$ cat config.mk
export PLATFORM = sky130hd
export DESIGN_NAME = fifo_queue_with_positional_removal_core
export DESIGN_NICKNAME = d
export VERILOG_FILES = /design/src/hw/rtl/fqr_pkg.sv /design/src/hw/rtl/fqr_cell.sv /design/src/hw/rtl/fifo_queue_with_positional_removal_core.sv
export SDC_FILE = /design/constraint.sdc
export NUM_CORES = 2
export LEC_CHECK = 0
export BUFFER_PORTS_ARGS = -buffer_cell sky130_fd_sc_hd__buf_2
export CAP_MARGIN = 0
export CORE_UTILIZATION = 45
export DETAILED_ROUTE_END_ITERATION = 12
export SLEW_MARGIN = 20
export SYNTH_ARGS = -nofsm -noshare
export SYNTH_HDL_FRONTEND = slang
export SYNTH_SLANG_ARGS = --single-unit
$ cat constraint.sdc
create_clock -name clk -period 5.6 [get_ports clk]
set_clock_uncertainty 0.2 [all_clocks]
set_input_delay 1.4 -clock clk [delete_from_list [all_inputs] [get_ports clk]]
set_output_delay 1.4 -clock clk [all_outputs]
set_load 0.05 [all_outputs]
$ cat src/hw/rtl/fqr_pkg.sv
// Shared constants, codes and types for the positional-removal queue.
`default_nettype none

package fqr_pkg;

    // Queue geometry.
    localparam int QUEUE_DEPTH = 16;
    localparam int ID_WIDTH    = 32;
    localparam int IDX_W       = 4;
    localparam int CNT_W       = 5;

    // Request codes.
    localparam logic [2:0] REQ_PUSH   = 3'd0;
    localparam logic [2:0] REQ_POP    = 3'd1;
    localparam logic [2:0] REQ_REMOVE = 3'd2;
    localparam logic [2:0] REQ_READ   = 3'd3;
    localparam logic [2:0] REQ_FIND   = 3'd4;

    // Status codes.
    localparam logic [1:0] ST_OK       = 2'd0;
    localparam logic [1:0] ST_RANGE    = 2'd1;
    localparam logic [1:0] ST_FULL     = 2'd2;
    localparam logic [1:0] ST_NOTFOUND = 2'd3;

    // Per-cell update command.
    typedef struct packed {
        logic load;
        logic shift;
    } cell_ctrl_t;

endpackage

`default_nettype wire

$ cat src/hw/rtl/fqr_cell.sv
// One storage cell of the queue: holds an entry, shifts toward the head, compares.
`default_nettype none

module fqr_cell (
    input  wire logic                           clk,
    input  wire fqr_pkg::cell_ctrl_t            ctrl,
    input  wire logic [fqr_pkg::ID_WIDTH-1:0]   new_id,
    input  wire logic [fqr_pkg::ID_WIDTH-1:0]   next_data,
    output logic      [fqr_pkg::ID_WIDTH-1:0]   data,
    output logic                                match
);

    logic [fqr_pkg::ID_WIDTH-1:0] data_reg;
    logic [fqr_pkg::ID_WIDTH-1:0] data_next;

    // Shift takes the neighbor's entry; load takes the pushed identifier.
    always_comb
    begin
        data_next = data_reg;
        if (ctrl.shift)
        begin
            data_next = next_data;
        end
        else if (ctrl.load)
        begin
            data_next = new_id;
        end
    end

    always_ff @(posedge clk)
    begin
        data_reg <= data_next;
    end

    // Local compare against the searched identifier.
    assign data  = data_reg;
    assign match = (data_reg == new_id);

endmodule

`default_nettype wire

$ cat src/hw/rtl/fifo_queue_with_positional_removal_core.sv
// Top level of the queue: a row of shifting cells plus count and result logic.
// Latency: a result beat appears on done in the cycle after its request is taken.
// Throughput: one request per cycle; busy stays low, as every request finishes
// with the cell row update and its compare.
// Reset: rst_n clears the entry count and the done strobe; cell contents are
// left as they are and are never read before being written.
`default_nettype none

module fifo_queue_with_positional_removal_core (
    input  wire logic                                 clk,
    input  wire logic                                 rst_n,
    input  wire logic                                 start,
    output logic                                      busy,
    input  wire logic [2:0]                           req_type,
    input  wire logic [fqr_pkg::ID_WIDTH-1:0]         entry_id,
    input  wire logic [fqr_pkg::IDX_W-1:0]            position,
    output logic                                      done,
    output logic      [fqr_pkg::ID_WIDTH-1:0]         result_id,
    output logic      [fqr_pkg::CNT_W-1:0]            result_position,
    output logic      [1:0]                           status,
    output logic      [fqr_pkg::CNT_W-1:0]            count,
    output logic                                      is_empty_flag
);

    localparam int DEPTH = fqr_pkg::QUEUE_DEPTH;
    localparam int IDW   = fqr_pkg::ID_WIDTH;
    localparam int CW    = fqr_pkg::CNT_W;
    localparam int IW    = fqr_pkg::IDX_W;

    logic [CW-1:0]         cnt_reg;
    logic [CW-1:0]         cnt_next;
    logic                  done_reg;
    logic [IDW-1:0]        rid_reg;
    logic [IDW-1:0]        rid_next;
    logic [CW-1:0]         rpos_reg;
    logic [CW-1:0]         rpos_next;
    logic [1:0]            status_reg;
    logic [1:0]            status_next;

    logic [IDW-1:0]        cell_data [DEPTH];
    logic [DEPTH-1:0]      cell_match;
    fqr_pkg::cell_ctrl_t   cell_ctrl [DEPTH];

    logic                  accept;
    logic                  push_ok;
    logic                  take_ok;
    logic [IW-1:0]         take_pos;
    logic [IDW-1:0]        rd_data;
    logic                  found;
    logic [CW-1:0]         found_idx;

    assign busy   = 1'b0;
    assign accept = start & ~busy;

    // Row of cells; the last one shifts in zero.
    for (genvar g = 0; g < DEPTH; g++)
    begin : g_cell
        logic [IDW-1:0] nbr;
        if (g == DEPTH - 1)
        begin : g_last
            assign nbr = '0;
        end
        else
        begin : g_mid
            assign nbr = cell_data[g+1];
        end

        fqr_cell u_cell (
            .clk       (clk),
            .ctrl      (cell_ctrl[g]),
            .new_id    (entry_id),
            .next_data (nbr),
            .data      (cell_data[g]),
            .match     (cell_match[g])
        );
    end

    // Read port: the head for pop, the requested position otherwise.
    assign take_pos = (req_type == fqr_pkg::REQ_POP) ? '0 : position;
    assign rd_data  = cell_data[take_pos];

    // First valid matching cell.
    always_comb
    begin
        found     = 1'b0;
        found_idx = '0;
        for (int i = DEPTH - 1; i >= 0; i--)
        begin
            if (cell_match[i] && (CW'(i) < cnt_reg))
            begin
                found     = 1'b1;
                found_idx = CW'(i);
            end
        end
    end

    // Request decode and result selection.
    always_comb
    begin
        push_ok     = 1'b0;
        take_ok     = 1'b0;
        rid_next    = '0;
        rpos_next   = '0;
        status_next = fqr_pkg::ST_OK;
        unique case (req_type) inside
            fqr_pkg::REQ_PUSH:
            begin
                if (cnt_reg == CW'(DEPTH))
                begin
                    status_next = fqr_pkg::ST_FULL;
                end
                else
                begin
                    push_ok = 1'b1;
                end
            end
            fqr_pkg::REQ_POP,
            fqr_pkg::REQ_REMOVE,
            fqr_pkg::REQ_READ:
            begin
                if ({1'b0, take_pos} < cnt_reg)
                begin
                    rid_next = rd_data;
                    take_ok  = (req_type != fqr_pkg::REQ_READ);
                end
                else
                begin
                    status_next = fqr_pkg::ST_RANGE;
                end
            end
            fqr_pkg::REQ_FIND:
            begin
                if (found)
                begin
                    rpos_next = found_idx;
                end
                else
                begin
                    rpos_next   = cnt_reg;
                    status_next = fqr_pkg::ST_NOTFOUND;
                end
            end
            default:
            begin
                status_next = fqr_pkg::ST_RANGE;
            end
        endcase
    end

    // Per-cell commands: shift closes the gap, load appends at the tail.
    always_comb
    begin
        for (int i = 0; i < DEPTH; i++)
        begin
            cell_ctrl[i].shift = accept & take_ok & (CW'(i) >= {1'b0, take_pos})
                                 & ((CW'(i) + CW'(1)) < cnt_reg);
            cell_ctrl[i].load  = accept & push_ok & (CW'(i) == cnt_reg);
        end
    end

    // Entry count update.
    always_comb
    begin
        cnt_next = cnt_reg;
        if (accept && push_ok)
        begin
            cnt_next = cnt_reg + CW'(1);
        end
        else if (accept && take_ok)
        begin
            cnt_next = cnt_reg - CW'(1);
        end
    end

    // Control state.
    always_ff @(posedge clk or negedge rst_n)
    begin
        if (!rst_n)
        begin
            cnt_reg  <= '0;
            done_reg <= 1'b0;
        end
        else
        begin
            cnt_reg  <= cnt_next;
            done_reg <= accept;
        end
    end

    // Result beat payload.
    always_ff @(posedge clk)
    begin
        if (accept)
        begin
            rid_reg    <= rid_next;
            rpos_reg   <= rpos_next;
            status_reg <= status_next;
        end
    end

    assign done            = done_reg;
    assign result_id       = rid_reg;
    assign result_position = rpos_reg;
    assign status          = status_reg;
    assign count           = cnt_reg;
    assign is_empty_flag   = (cnt_reg == '0);

endmodule

`default_nettype wire

* Word level (Yosys, flattened, before mapping)
Index checks and enable logic that the tools add are counted.
** Cells by class
- Add/sub/neg operators :: 2
- Bitwise logic cells :: 50
- Muxes and demuxes :: 77
- Eq/ne operators :: 37
- Reductions and logical operators :: 38
- Order comparisons :: 34
** Operators with widths (count)
- two-way mux 32 bit :: 32
- == test 32 bit :: 16
- binary-select mux 32 bit (select 4 bit) :: 1
- two-way mux 5 bit :: 14
- bitwise AND 1 bit :: 49
- == test 4 x 5 -> 1 bit, first input constant :: 8
- less-than comparator 4 x 5 -> 1 bit, first input constant :: 8
- nonzero test 2 bit :: 16
- >= comparator 4 bit, first input constant :: 7
- two-way mux 4 bit :: 6
- two-way mux 1 bit :: 21
- == test 3 x 5 -> 1 bit, first input constant :: 4
- less-than comparator 3 x 5 -> 1 bit, first input constant :: 4
- logical AND 1 bit :: 18
- >= comparator 3 x 4 -> 1 bit, first input constant :: 4
- == test 2 x 5 -> 1 bit, first input constant :: 2
- less-than comparator 1 x 5 -> 1 bit, first input constant :: 2
- less-than comparator 2 x 5 -> 1 bit, first input constant :: 2
- >= comparator 1 x 4 -> 1 bit, first input constant :: 2
- >= comparator 2 x 4 -> 1 bit, first input constant :: 2
- == test 3 x 2 -> 1 bit, second input constant :: 2
- one-hot mux 2 bit (3 select lines) :: 1
- adder 5 x 1 -> 5 bit, second input constant :: 1
- == test 1 x 5 -> 1 bit, first input constant :: 1
- 14 further kinds :: 15
** Storage, ports and cells
- Bits in registers :: 557
- Word-level logic and storage cells :: 259
- Input port bits :: 42
- Output and inout bits :: 47

* Logic depth before layout (Yosys ltp)
- Depth in word-level cells :: 20
- Mapped depth :: 17
- Gate-level depth less buffers :: 11

* Cells and area by module
Synthesis repeated with hierarchy kept, for this count alone.
** Unflattened totals
- Cell total of the unflattened synthesis :: 2723
- Area, all modules :: 33960.1 µm²
** By module, submodules not included
- fqr_cell :: instances 16, cells each 112, sequential area each 960.9 µm², area each 1699.1 µm²
- fifo_queue_with_positional_removal_core :: instances 1, cells each 931, sequential area each 1321.3 µm², area each 6774.0 µm²

* Worst setup path after synthesis
No wires, ideal clock.
- Path kind :: input to register
- From :: input req_type[2]
- To :: register g_cell[10].u_cell.data_reg (netlist bit g_cell[10].u_cell.data[0]), enable pin
- Buffers on the path :: 6
- Cell stages on the path :: 17
- Data required time :: 4.934 ns
- Library setup time :: 0.466 ns
- Arrival time :: 5.631 ns
- Setup slack :: -0.697 ns
- Cells stage by stage :: clkbuf_2 > nor2_1 > nand2_1 > nand2_1 > clkinv_1 > clkbuf_1 > clkbuf_1 > buf_1 > ha_1 > a21o_1 > a21o_1 > a21o_1 > a211o_1 > or3_1 > clkbuf_1 > buf_2 > o21ai_0
** On the way
- Cells in the longest elaborated chain, start to end :: 9
- Elaborated cells on any way between the ends :: 18
- Classes of those cells :: 2 x order compare; 4 x eq/ne; 4 x mux; 5 x bitwise; 3 x reduce/logical
** RTL lines
- start, declared :: line fifo_queue_with_positional_removal_core.sv:14 : input wire logic [2:0] req_type,
- == test 3 x 1 -> 1 bit :: line fifo_queue_with_positional_removal_core.sv:79 : assign take_pos = (req_type == fqr_pkg::REQ_POP) ? '0 : position;
- two-way mux 4 bit :: line fifo_queue_with_positional_removal_core.sv:79
- less-than comparator 4 x 5 -> 1 bit :: line fifo_queue_with_positional_removal_core.sv:121 : if ({1'b0, take_pos} < cnt_reg)
- two-way mux 1 bit :: line fifo_queue_with_positional_removal_core.sv:121
- two-way mux 1 bit :: line fifo_queue_with_positional_removal_core.sv:105 : unique case (req_type) inside
- bitwise AND 1 bit (2 in a row) :: line fifo_queue_with_positional_removal_core.sv:155 : cell_ctrl[i].shift = accept & take_ok & (CW'(i) >= {1'b0, take_pos})
- bitwise AND 1 bit :: line fifo_queue_with_positional_removal_core.sv:156 : & ((CW'(i) + CW'(1)) < cnt_reg);
- nonzero test 2 bit (no line) (*)
- end signal, assigned :: line fqr_cell.sv:32 : data_reg <= data_next;
- end, declared :: line fqr_cell.sv:13 : logic [fqr_pkg::ID_WIDTH-1:0] data_reg;
Mark *: on every way between the ends. The rest lies on a longest branch, timed or not.
A chain may end at the register's enable or synchronous reset.

* Final worst setup path
- From :: input req_type[2]
- To :: register g_cell[0].u_cell.data_reg (netlist bit g_cell[0].u_cell.data[10]), enable pin
** On the way
- Cells in the longest elaborated chain, start to end :: 9
- Elaborated cells on any way between the ends :: 18
- Classes of those cells :: 2 x order compare; 4 x eq/ne; 4 x mux; 5 x bitwise; 3 x reduce/logical
** RTL lines (line)
- == test 3 x 1 -> 1 bit :: fifo_queue_with_positional_removal_core.sv:79
- two-way mux 4 bit :: fifo_queue_with_positional_removal_core.sv:79
- less-than comparator 4 x 5 -> 1 bit :: fifo_queue_with_positional_removal_core.sv:121
- two-way mux 1 bit :: fifo_queue_with_positional_removal_core.sv:121
- two-way mux 1 bit :: fifo_queue_with_positional_removal_core.sv:105
- bitwise AND 1 bit (2 in a row) :: fifo_queue_with_positional_removal_core.sv:155
- bitwise AND 1 bit :: fifo_queue_with_positional_removal_core.sv:156
- nonzero test 2 bit (no line) (*)
- end signal, assigned :: fqr_cell.sv:32
- end, declared :: fqr_cell.sv:13
Marks and branches as above.

==> summary.txt <==
Clock network
  – CTS resizes: 0
  – Root buffer cell: clkbuf_16
  – Clock sink total: 557
  – CTS buffer count: just under 70
  – Cts hold-fix bufs: 0
  – H-tree depth: 3
  – Clock latency on the worst-skew pair: 0.60 ns
  – Clock buffer depth: 3
  – Setup bufs post-CTS: 0
  – Reg clk slew, reported paths: approximately 0.060 ns
  – TritonCTS clock tree: yes

Outcome
  – Status: finished, final reports clean

Final layout
  – Fillers: about 6500
  – Layout cells sized above 1: 27.91%
  – Fin nets: 2885
  – Area delta synth->final: 11.04%
  – Commonest non-fill, non-tap cell in the layout: edfxtp_1
  – Most frequent cells in the layout: 519 x edfxtp_1, 477 x mux2_2, 367 x xnor2_1
  – Number of flip-flops under the largest register name: around 510

Floorplanning
  – Vert. Die Dim: between 200 and 300 um
  – Die area: roughly 0.077 mm^2
  – Width of the die: approximately 280 um
  – IO Pins: 89
  – Rows: 100
  – Total core area: approximately 0.075 mm^2
  – Starting Density: 45.57%

STA
  – # setup viols final: 0
  – Max Slew Vio Count: 0
  – Final hold vios: 0
  – Setup TNS Final: 0 ns
  – Period utilization: between 80% and 90%
  – Period minus WS final: 4.804 ns
  – Fmax: 0.2082 GHz
  – Worst Hold Slack: about 0.30 ns
  – Slew margin rel.: about 25%
  – Actual slew at the worst max-slew pin: approximately 1.1 ns
  – RSZ-0062 raised after global routing: no

Critical path
  – Critical path startpoint category: primary input
  – Cells along the critical path: buf_2, nor2_1, nand2_1, nand2_1, inv_8, ha_1, a21o_1, a21o_1, a21o_1, a211o_1, nor4_4, buf_12, or2_4
  – CP required: 5.62 ns
  – Worst Path Buf+Inv: 3
  – CP most frequent cell: a21o_1
  – Worst path max stage delay: approximately 0.66 ns
  – Worst Setup SP: req_type[2]
  – Crit Path Max Fanout: 33
  – Top cell family by delay on the critical path: simple AND/OR/NAND/NOR gates
  – Kind of critical path: in -> reg
  – CP endpoint kind: flop
  – Slowest CP cell: a211o_1
  – Crit path DAT: 4.83 ns
  – R2r startpoint: count[1]$_DFFE_PN0P_

Logic synthesis
  – Ys Warns: 0
  – #FFs+latches synth: between 500 and 600
  – Sequential element share of the synthesized area: approximately 48%
  – Synthesized cell area: between 0.03 and 0.04 mm^2
  – Top post-synthesis cells by area: edfxtp_1 46%, mux2_2 16%, xnor2_1 9.4%
  – Syn_area_per_cell: approximately 12 um^2
  – Post-synthesis cell type count: 63
  – Top-area cell type share of the netlist area: between 40% and 50%
  – Number of synthesized flops with an enable pin: approximately 520
  – Synth Flop Type: edfxtp_1
  – Post-Syn Nets: between 2000 and 3000
  – Synth Instances: roughly 2900
  – Yosys top cell by area: edfxtp_1
  – Post-synth ARST share: roughly 1.1%

Power
  – Cell area power density: between 300 and 400 mW/mm^2
  – Power Total: about 12 mW
  – Peak supply drop: 0.0002267 V
  – Leakage: 12.13 nW

Routing
  – Initial DRC count: about 2500
  – Final WL: 115200 um
  – Avg WL per Cell: around 30 um
  – First drt pass iteration count: 5
  – Detail Route Antenna Nets: 0
  – Vias per inst: roughly 6.2
  – Via Count: roughly 24000
  – Drt drc: 0

GRT
  – Initial antenna violation count: 7
  – First-pass GRT wire length: around 170000 um
  – GRT Total Usage: 29.49%
  – Grt total ovfl: 0
  – Vias in the first global route: 23650
  – Largest net degree at the start of global routing: around 160

Placement
  – Dpl hpwl: 86890 um
  – GPL Wtd Cong: ~0.96
  – PortBufs: 87

Run
  – Maxcap violations: 0

Worst hold path
  – Hold Crit Start: g_cell[15].u_cell.data[13]$_SDFFE_PP0P_
  – Min-delay worst type: reg -> reg
[power breakdown]
part	total, mW	internal (mW)	leakage, nW	switching (mW)
clock	4.20	2.43	0.989	1.77
combinational	2.76	0.930	6.08	1.83
sequential	5.22	4.94	5.07	0.281
total	12.2	8.30	12.1	3.88
[worst reg2reg max path: stages, from the launching register on]
cell	delay (ns)
dfrtp_1	0.68
inv_1	0.29
ha_1	0.36
a21o_1	0.16
a21o_1	0.17
a21o_1	0.21
a211o_1	0.66
nor4_4	0.49
buf_12	0.26
or2_4	0.49
[metal layers]
layer	global-route usage [%]	share of wire, %
met1	39.36	42
met2	46.56	46
met3	3.358	6.0
met4	16.87	6.0
met5	0	0
[cells in the mapped netlist (all sizes together), types with 3 or more instances]
master	instances
a211oi	192
a21o	8
a21oi	45
a31oi	5
and3	3
buf	61
clkbuf	234
dfrtp	6
dfxtp	32
edfxtp	519
ha	8
inv	11
mux2	480
mux2i	64
nand2	99
nand2b	3
nand3	24
nand4	96
nor2	22
nor2b	65
nor3	57
nor3b	3
nor4	49
o211ai	4
o21ai	77
o221ai	64
o22ai	64
or2	5
or3	6
or4	5
xnor2	367
xor2	150
[logic make-up after synthesis]
family | count (synthesis) | synth area share [%]
XOR/XNOR | 517 | 13.30
flip-flops | 557 | 48.11
multiplexers | 544 | 17.76
AO/OA/AOI/OAI | 477 | 9.726
adder cells (fa/ha/maj) | 8 | 0.2941
buffers and inverters | 307 | 3.668
AND/OR/NAND/NOR | 443 | 7.127
other | 1 | 0.01102
[layout make-up]
type	instances	area, um^2	share of cell area [%]
diodes	7	17.52	0.04634
clock buffers	93	1879	4.972
multi-input cells	1990	16600	43.92
well taps	969	1212	3.208
inverters	12	57.56	0.1523
clock inverters	26	176.4	0.4667
repair buffers	206	1479	3.913
flip-flops and latches	557	16380	43.32
[through the flow]
| step | setup slack [ns] | cell area, um^2 | std cells | utilization, % |
|---|---|---|---|---|
| 3_3_place_gp | 0.2516 | 35720 | 3734 | 47.83 |
| 4_1_cts | 0.8535 | 37780 | 3853 | 50.58 |
| 2_1_floorplan | 0.01069 | 34110 | 2854 | - |
| 3_5_place_dp | 0.2360 | 35720 | 3734 | 47.83 |
| 6_report | 0.7958 | 37800 | 3860 | 50.60 |
| 5_1_grt | 0.6471 | 37790 | 3857 | 50.59 |
[worst paths after layout]
| check | end | slack (ns) | depth (start not counted) |
|---|---|---|---|
| max reg2reg | g_cell[0].u_cell.data[10]$_DFFE_PP_ | 1.23 | 9 |
| min in group asynchronous | done$_DFF_PN0_ | 0.42 | 1 |
| min | g_cell[15].u_cell.data[13]$_SDFFE_PP0P_ | 0.30 | 2 |
| max | g_cell[0].u_cell.data[10]$_DFFE_PP_ | 0.80 | 13 |
| max in group asynchronous | count[3]$_DFFE_PN0P_ | 4.62 | 1 |
| min reg2reg | g_cell[15].u_cell.data[13]$_SDFFE_PP0P_ | 0.30 | 2 |
Note: power is estimated with default switching activity, not from simulation.
